--- config.mk ---
export PLATFORM = sky130hd
export DESIGN_NAME = rme_div
export DESIGN_NICKNAME = d
export VERILOG_FILES = /design/src/hw/rtl/rme_pkg.sv /design/src/hw/rtl/rme_div.sv
export SDC_FILE = /design/constraint.sdc
export NUM_CORES = 1
export LEC_CHECK = 0
export ABC_AREA = 1
export CAP_MARGIN = 20
export CORE_MARGIN = 2
export CORE_UTILIZATION = 50
export CTS_CLUSTER_SIZE = 14
export DETAILED_ROUTE_END_ITERATION = 6
export DONT_BUFFER_PORTS = 1
export GPL_TIMING_DRIVEN = 0
export PLACE_DENSITY = 0.73
export SYNTH_ARGS = -nofsm -noshare
export SYNTH_HDL_FRONTEND = slang
export SYNTH_SLANG_ARGS = --single-unit
--- constraint.sdc ---
create_clock -name clk -period 3.51 [get_ports clk]
set_clock_uncertainty 0.2 [all_clocks]
set_input_delay 0.5265 -clock clk [delete_from_list [all_inputs] [get_ports clk]]
set_output_delay 0.5265 -clock clk [all_outputs]
set_load 0.1 [all_outputs]
--- src/hw/rtl/rme_pkg.sv ---
// Package with the types, constants and operand helpers of the register machine execute block.
`timescale 1ns / 1ps

package rme_pkg;

  localparam int MEM_BYTES  = 1024;
  localparam int PROG_DEPTH = 512;
  localparam int MEM_WORDS  = MEM_BYTES / 4;
  localparam int ADDR_W     = $clog2(MEM_WORDS);
  localparam int PC_W       = 9;

  typedef enum logic [4:0] {
    OP_NOP  = 5'd0,  OP_HALT = 5'd1,  OP_MOV  = 5'd2,  OP_LW   = 5'd3,
    OP_SW   = 5'd4,  OP_PUSH = 5'd5,  OP_POP  = 5'd6,  OP_PRINT = 5'd7,
    OP_READ = 5'd8,  OP_ADD  = 5'd9,  OP_SUB  = 5'd10, OP_MUL  = 5'd11,
    OP_DIV  = 5'd12, OP_CMP  = 5'd13, OP_JMP  = 5'd14, OP_JMPE = 5'd15,
    OP_JMPL = 5'd16, OP_AND  = 5'd17, OP_OR   = 5'd18, OP_XOR  = 5'd19,
    OP_LSH  = 5'd20, OP_RSH  = 5'd21
  } opcode_e;

  typedef enum logic [1:0] {
    KIND_IMM = 2'd0,
    KIND_REG = 2'd1,
    KIND_MEM = 2'd2
  } kind_e;

  typedef enum logic [3:0] {
    F_OK          = 4'd0,
    F_BAD_SRC     = 4'd1,
    F_BAD_DST     = 4'd2,
    F_MEM_RANGE   = 4'd3,
    F_BAD_KIND    = 4'd4,
    F_STACK_FULL  = 4'd5,
    F_STACK_EMPTY = 4'd6,
    F_BAD_OP      = 4'd7,
    F_DIV_ZERO    = 4'd8,
    F_BAD_TARGET  = 4'd9,
    F_STOPPED     = 4'd10
  } fault_e;

  typedef enum logic [2:0] {
    ST_CLEAR,
    ST_IDLE,
    ST_EXEC,
    ST_DIV,
    ST_WAIT
  } state_e;

  // Register numbers as seen by the operands.
  localparam logic [2:0] REG_ZERO  = 3'd0;
  localparam logic [2:0] REG_PC    = 3'd1;
  localparam logic [2:0] REG_SP    = 3'd2;
  localparam logic [2:0] REG_FLAGS = 3'd7;

  // Allowed operand kinds, one bit per kind.
  localparam logic [2:0] KM_IMM    = 3'b001;
  localparam logic [2:0] KM_REG    = 3'b010;
  localparam logic [2:0] KM_MEM    = 3'b100;
  localparam logic [2:0] KM_ALL    = 3'b111;
  localparam logic [2:0] KM_IMMREG = 3'b011;
  localparam logic [2:0] KM_REGMEM = 3'b110;

  // Readable registers, one bit per register number.
  localparam logic [7:0] RM_ALL   = 8'hFF;
  localparam logic [7:0] RM_NO_PC = 8'hFD;
  localparam logic [7:0] RM_ALU   = 8'h7D;
  localparam logic [7:0] RM_CMP   = 8'h79;

  localparam logic [1:0] FLAG_EQ = 2'b01;
  localparam logic [1:0] FLAG_LO = 2'b10;

  typedef struct packed {
    logic [4:0]         cmd;
    logic [1:0]         src_kind;
    logic signed [31:0] src_operand;
    logic [1:0]         dst_kind;
    logic signed [31:0] dst_operand;
    logic signed [31:0] read_value;
  } instr_t;

  typedef struct packed {
    logic [PC_W-1:0]    next_pc;
    logic               halted;
    logic               print_valid;
    logic signed [31:0] print_value;
    logic [3:0]         fault;
  } result_t;

  typedef struct packed {
    logic [3:0]  fault;
    logic [31:0] value;
  } fetch_t;

  typedef struct packed {
    logic [3:0] fault;
    logic       is_mem;
  } resolve_t;

  // Reads an operand: immediate, register value or memory word.
  function automatic fetch_t fetch_op(input logic [1:0] kind, input logic [31:0] opnd,
                                      input logic [2:0] kmask, input logic [7:0] rmask,
                                      input logic [3:0] badreg, input logic [31:0] regval,
                                      input logic [31:0] memval);
    fetch_t r;
    r.fault = F_OK;
    r.value = '0;
    if (kind == 2'd3) begin
      r.fault = F_BAD_KIND;
    end else if (!kmask[kind]) begin
      r.fault = F_BAD_KIND;
    end else if (kind == KIND_IMM) begin
      r.value = opnd;
    end else if (kind == KIND_REG) begin
      if (opnd > 32'd7 || !rmask[opnd[2:0]]) begin
        r.fault = badreg;
      end else begin
        r.value = regval;
      end
    end else if (opnd >= 32'(MEM_WORDS)) begin
      r.fault = F_MEM_RANGE;
    end else begin
      r.value = memval;
    end
    return r;
  endfunction

  // Checks a destination operand: a writable register or a memory word.
  function automatic resolve_t resolve_op(input logic [1:0] kind, input logic [31:0] opnd,
                                          input logic [2:0] kmask);
    resolve_t r;
    r.fault  = F_OK;
    r.is_mem = 1'b0;
    if (kind == 2'd3) begin
      r.fault = F_BAD_KIND;
    end else if (!kmask[kind]) begin
      r.fault = F_BAD_KIND;
    end else if (kind == KIND_REG) begin
      if (opnd < 32'd3 || opnd > 32'd6) begin
        r.fault = F_BAD_DST;
      end
    end else if (opnd >= 32'(MEM_WORDS)) begin
      r.fault = F_MEM_RANGE;
    end else begin
      r.is_mem = 1'b1;
    end
    return r;
  endfunction

endpackage

--- src/hw/rtl/rme_div.sv ---
// Iterative signed divider, one quotient bit per cycle, truncating toward zero.
`timescale 1ns / 1ps

module rme_div
  import rme_pkg::*;
(
  input  logic        clk,
  input  logic        rst,
  input  logic        start,
  input  logic [31:0] dividend,
  input  logic [31:0] divisor,
  output logic        done,
  output logic [31:0] quotient
);

  logic        busy;
  logic [4:0]  cnt;
  logic [31:0] quo;
  logic [31:0] divr;
  logic [31:0] rem;
  logic        neg;
  logic [32:0] rem_sh;
  logic [32:0] diff;
  logic [31:0] rem_next;
  logic [31:0] quo_next;

  always_comb begin
    rem_sh = {rem, quo[31]};
    diff   = rem_sh - {1'b0, divr};
    if (!diff[32]) begin
      rem_next = diff[31:0];
      quo_next = {quo[30:0], 1'b1};
    end else begin
      rem_next = rem_sh[31:0];
      quo_next = {quo[30:0], 1'b0};
    end
  end

  always_ff @(posedge clk) begin
    if (rst) begin
      busy <= 1'b0;
      done <= 1'b0;
    end else begin
      done <= 1'b0;
      if (start) begin
        busy <= 1'b1;
      end else if (busy && cnt == 5'd0) begin
        busy <= 1'b0;
        done <= 1'b1;
      end
    end
  end

  always_ff @(posedge clk) begin
    if (start) begin
      cnt  <= 5'd31;
      quo  <= dividend[31] ? 32'd0 - dividend : dividend;
      divr <= divisor[31] ? 32'd0 - divisor : divisor;
      rem  <= '0;
      neg  <= dividend[31] ^ divisor[31];
    end else if (busy) begin
      cnt <= cnt - 5'd1;
      quo <= quo_next;
      rem <= rem_next;
    end
  end

  // The magnitude of the most negative value is itself, which gives the wrapped result.
  assign quotient = neg ? 32'd0 - quo : quo;

endmodule

* Word level (Yosys, flattened, before mapping)
Index checks and enable logic that the tools add are counted.
** Word-level totals
- Register bits :: 104
- Input port bits :: 67
** Cells by class
- Add/sub/neg operators :: 5
- Mux-type cells :: 10
- Bitwise operators :: 1
- Reductions and logical operators :: 5
** Operators with widths (number)
- 32-bit two-way mux :: 5
- 1-bit by 32-bit subtractor with 32-bit output (first input constant) :: 3
- 33-bit by 32-bit subtractor with 33-bit output :: 1
- 31-bit two-way mux :: 1
- 5-bit zero test :: 1
- 5-bit by 1-bit subtractor with 5-bit output (second input constant) :: 1
- 1-bit two-way mux :: 4
- 2-bit nonzero test :: 2
- 2-bit OR reduction :: 1
- 1-bit logical AND :: 1
- 1-bit bitwise XOR :: 1

* Logic depth before layout (Yosys ltp)
- Depth after elaboration :: 4
- Mapped depth :: 18

* Least setup slack after synthesis
Ideal clock, no wire load.
- Path kind :: reg2out
- Start point :: register quo[0]
- End point :: output quotient[28]
- Data arrival time :: 3510 ps
- Data required time :: 2783 ps
- Path slack :: -726 ps
- Stages on the path, launching flop included :: 10
- Path buffers :: 0
- Cell sequence :: edfxtp_1 -> inv_1 -> ha_1 -> nand3_1 -> nor3_2 -> nand2_1 -> nor3_1 -> nand3_1 -> xor2_1 -> o21ai_0
** Between the ends
- Word-level cells in the longest chain between the ends :: 2
** Ends and longest elaborated chain
- start: declaration :: RTL line rme_div.sv:18 : logic [31:0] quo;
- start signal: assignment :: RTL line rme_div.sv:57 : quo <= dividend[31] ? 32'd0 - dividend : dividend;
- start signal: assignment :: RTL line rme_div.sv:63 : quo <= quo_next;
- 1-bit by 32-bit subtractor with 32-bit output :: RTL line rme_div.sv:69 : assign quotient = neg ? 32'd0 - quo : quo;
- 32-bit two-way mux :: RTL line rme_div.sv:69
- end: declaration :: RTL line rme_div.sv:13 : output logic [31:0] quotient
Every way passes these cells.

* Final worst setup path
- Start point :: register quo[0]
- End point :: output quotient[14]
The elaborated chain is that of the path after synthesis.

==> flow_metrics.tcl <==
set metrics [dict create \
    synthTopCellsByArea "edfxtp_1, nand2_1, inv_1" \
    grt_max_degree 35 \
    p_leak_nw 5.30 \
    grt_pass1_vias 8318 \
    finalCriticalPeriod_ns 3.52 \
    vdd_drop_max_mv 0.359 \
    hold_path.class "input pin to flip-flop" \
    finalSetupTns_ns -0.00594 \
    synth_area_leader_cell "edfxtp_1" \
    wl_um 26500 \
    num_antenna_cells 0 \
    core_area_um2 18000 \
    routed-wl-met3_um 2000 \
    numCtsBuffers 9 \
    violations "negative setup slack" \
    worstSetupEndpointType "output port" \
    worstSetupStartpointType "flip-flop" \
    holdCritStartpoint "rst" \
    worstMarginPinSlew_ns 1.20 \
    drtIter0Drc 740 \
    antenna_found_initial 0 \
    routed.top_layer "met4" \
    dp_cells 1699 \
    cts_tree "built" \
    p_per_area_nw_per_um2 372 \
    crit_fanout 4 \
    yosysWarnings 0 \
    drive_gt1_frac 0.0776 \
    outcome "finished with violations" \
    crit_path_start "quo[0]" \
    cp.required_ns 2.78 \
    drt.antenna.violating_nets 0 \
    path_clk_slew_ns 0.08 \
    drv_cap 0 \
    drc_errors 0 \
    port_buffers 0 \
    post-route-period-util 1.00 \
    synth_area_um2 9200 \
    cp.arrival_ns 2.79 \
    grt_setup_unrepaired "yes" \
    wl_met2_um 11700 \
    fillers 1750 \
    final_cells 1724 \
    wl_met1_um 12300 \
    fmax_mhz 284 \
    initial_utilization 0.510 \
    clock_latency_ns 0.36 \
    avgViaCountPerCell 5.16 \
    p_total_mw 3.86 \
    num_rows 49 \
    design_area_um2 10400 \
    finalHoldViolCount 0 \
    ys_seq_elements 104 \
    synth.distinct_cells 42 \
    slew_headroom 0.200 \
    dieArea_um2 19500 \
    async_reset_ff_frac 0 \
    syn_nets 1571 \
    synth-edff-count 65 \
    wl_per_cell_um 15.4 \
    root_buffer "clkbuf_16" \
    cts_sinks 104 \
    clock_path_buffers 2 \
    synth_top_area_share 0.212 \
    nets 1594 \
    htree_num_levels 3 \
    finalMaxSlewViolations 0 \
    r2r_start "quo[31]" \
    drt-pass1-iter-count 7 \
    fin_ws_ns -0.00594 \
    placed_area_um2 9730 \
    grt.overflow.total 0 \
    dp_slack_ns -0.214 \
    grt_usage 0.272 \
    die_x_um 140 \
    worstSetupPathType "flip-flop to output port" \
    place_congestion 1.01 \
    finalSetupViolations 1 \
    area_delta_synth_final_pct 13.0 \
    avgSynthCellArea_um2 6.27 \
    num_vias 8889 \
    io-pin-count 100 \
    hpwl_um 21000 \
    synth-main-ff-cell "edfxtp_1" \
    synth_cells 1467 \
    grt_pass1_wl_um 42200 \
    die_h_um 140 \
    yosysSeqAreaShare 0.297 \
]
power by group:
part | internal (mW) | switching [mW]
clock | 0.486 | 0.483
combinational | 0.305 | 1.10
sequential | 1.41 | 0.0748
logic make-up after synthesis:
| kind of cell | share of synthesized area |
|---|---|
| and+or+nand+nor | 0.361 |
| buffers and inverters | 0.138 |
| AOI/OAI and AO/OA | 0.0643 |
| DFF | 0.297 |
| xor gates and xnor gates | 0.0886 |
| adders and majority gates | 0.0511 |
through the flow:
step | utilization | hold WS, ns
finish | 0.577 | 0.0289
global route | 0.577 | 0.0168
CTS | 0.569 | 0.0180
detailed placement | 0.540 | 0.261
global placement | 0.527 | 0.261
floorplan | - | 0.244
worst paths after layout:
check	endpoint	slack, ns	cells after the start
hold reg to reg	rem[1]	0.27	2
setup reg to reg	rem[25]	0.45	18
setup / recovery	quotient[14]	-0.006	11
hold / removal	done	0.03	1
flip-flops by register name, summed over array words and instances (netlist names):
signal  count
rem        32
neg         1
quo        32
done        1
cnt         5
divr       32
busy        1
synth_stat cells (all sizes together), types with 2 or more instances:
master	n
or2	7
o211ai	2
edfxtp	65
inv	296
nand2	510
a21o	2
dfxtp	39
clkinv	4
a31oi	3
o21ai	73
xor2	66
xnor2	27
nor2	120
nand3b	2
a21oi	26
nor3	35
clkbuf	22
nand3	94
and2	6
ha	36
nor4	3
nand4	15
buf	6
o22ai	2
cell type report:
cell class,instances,area [µm²],share of cell area
Multi-Input combinational cell,1035,5700,0.548
Clock inverter,6,42.5,0.00409
Sequential cell,104,2730,0.263
Clock buffer,10,229,0.0220
Timing Repair Buffer,12,138,0.0132
Inverter,300,1130,0.108
Buffer,28,144,0.0138
Tap cell,229,287,0.0276
cells in the final DEF (no fill, tap or decap), drive strengths merged:
| cell type | synthesis | final |
|---|---|---|
| nand2 | 510 | 510 |
| inv | 296 | 298 |
| nor2 | 120 | 120 |
| nand3 | 94 | 94 |
| o21ai | 73 | 73 |
| xor2 | 66 | 66 |
| edfxtp | 65 | 65 |
| dfxtp | 39 | 39 |
| ha | 36 | 36 |
| nor3 | 35 | 35 |
| clkbuf | 22 | 32 |
| xnor2 | 27 | 27 |
| a21oi | 26 | 26 |
| buf | 6 | 18 |
| nand4 | 15 | 15 |
| clkinv | 4 | 8 |
| or2 | 7 | 7 |
| and2 | 6 | 6 |
| nor4 | 3 | 3 |
| a31oi | 3 | 3 |
| o22ai | 2 | 2 |
| o211ai | 2 | 2 |
| nand3b | 2 | 2 |
| a21o | 2 | 2 |
| o31ai | 1 | 1 |
| o41ai | 1 | 1 |
| and3 | 1 | 1 |
| a22oi | 1 | 1 |
| o21bai | 1 | 1 |
| fa | 1 | 1 |
metal layers:
metal / track usage / up-vias
li1: - / 4547
met1: 0.391 / 3965
met3: 0.0523 / 42
met4: 0.0663 / 0
met2: 0.424 / 335
met5: 0 / -
timing repair:
| item | 4_1_cts | 5_1_grt |
|---|---|---|
| resized for setup | 30 | 25 |
| endpoints found under the hold margin | 0 | 0 |
| setup buffers | 5 | 4 |
| hold buffers | 0 | 0 |
| pin swaps | 6 | 9 |
| setup endpoints to repair | 15 | 17 |
| gates cloned | 0 | 0 |
worst max-delay path: stages (launching register included):
cell	delay (ns)
edfxtp_1	0.41
inv_2	0.11
ha_4	0.14
nand3_2	0.12
nor3_4	0.25
nand2_2	0.13
nor2_4	0.14
nand2_4	0.09
or2_4	0.27
nand2_4	0.09
buf_12	0.11
xor2_4	0.56
(Power assumes the default switching activity.)
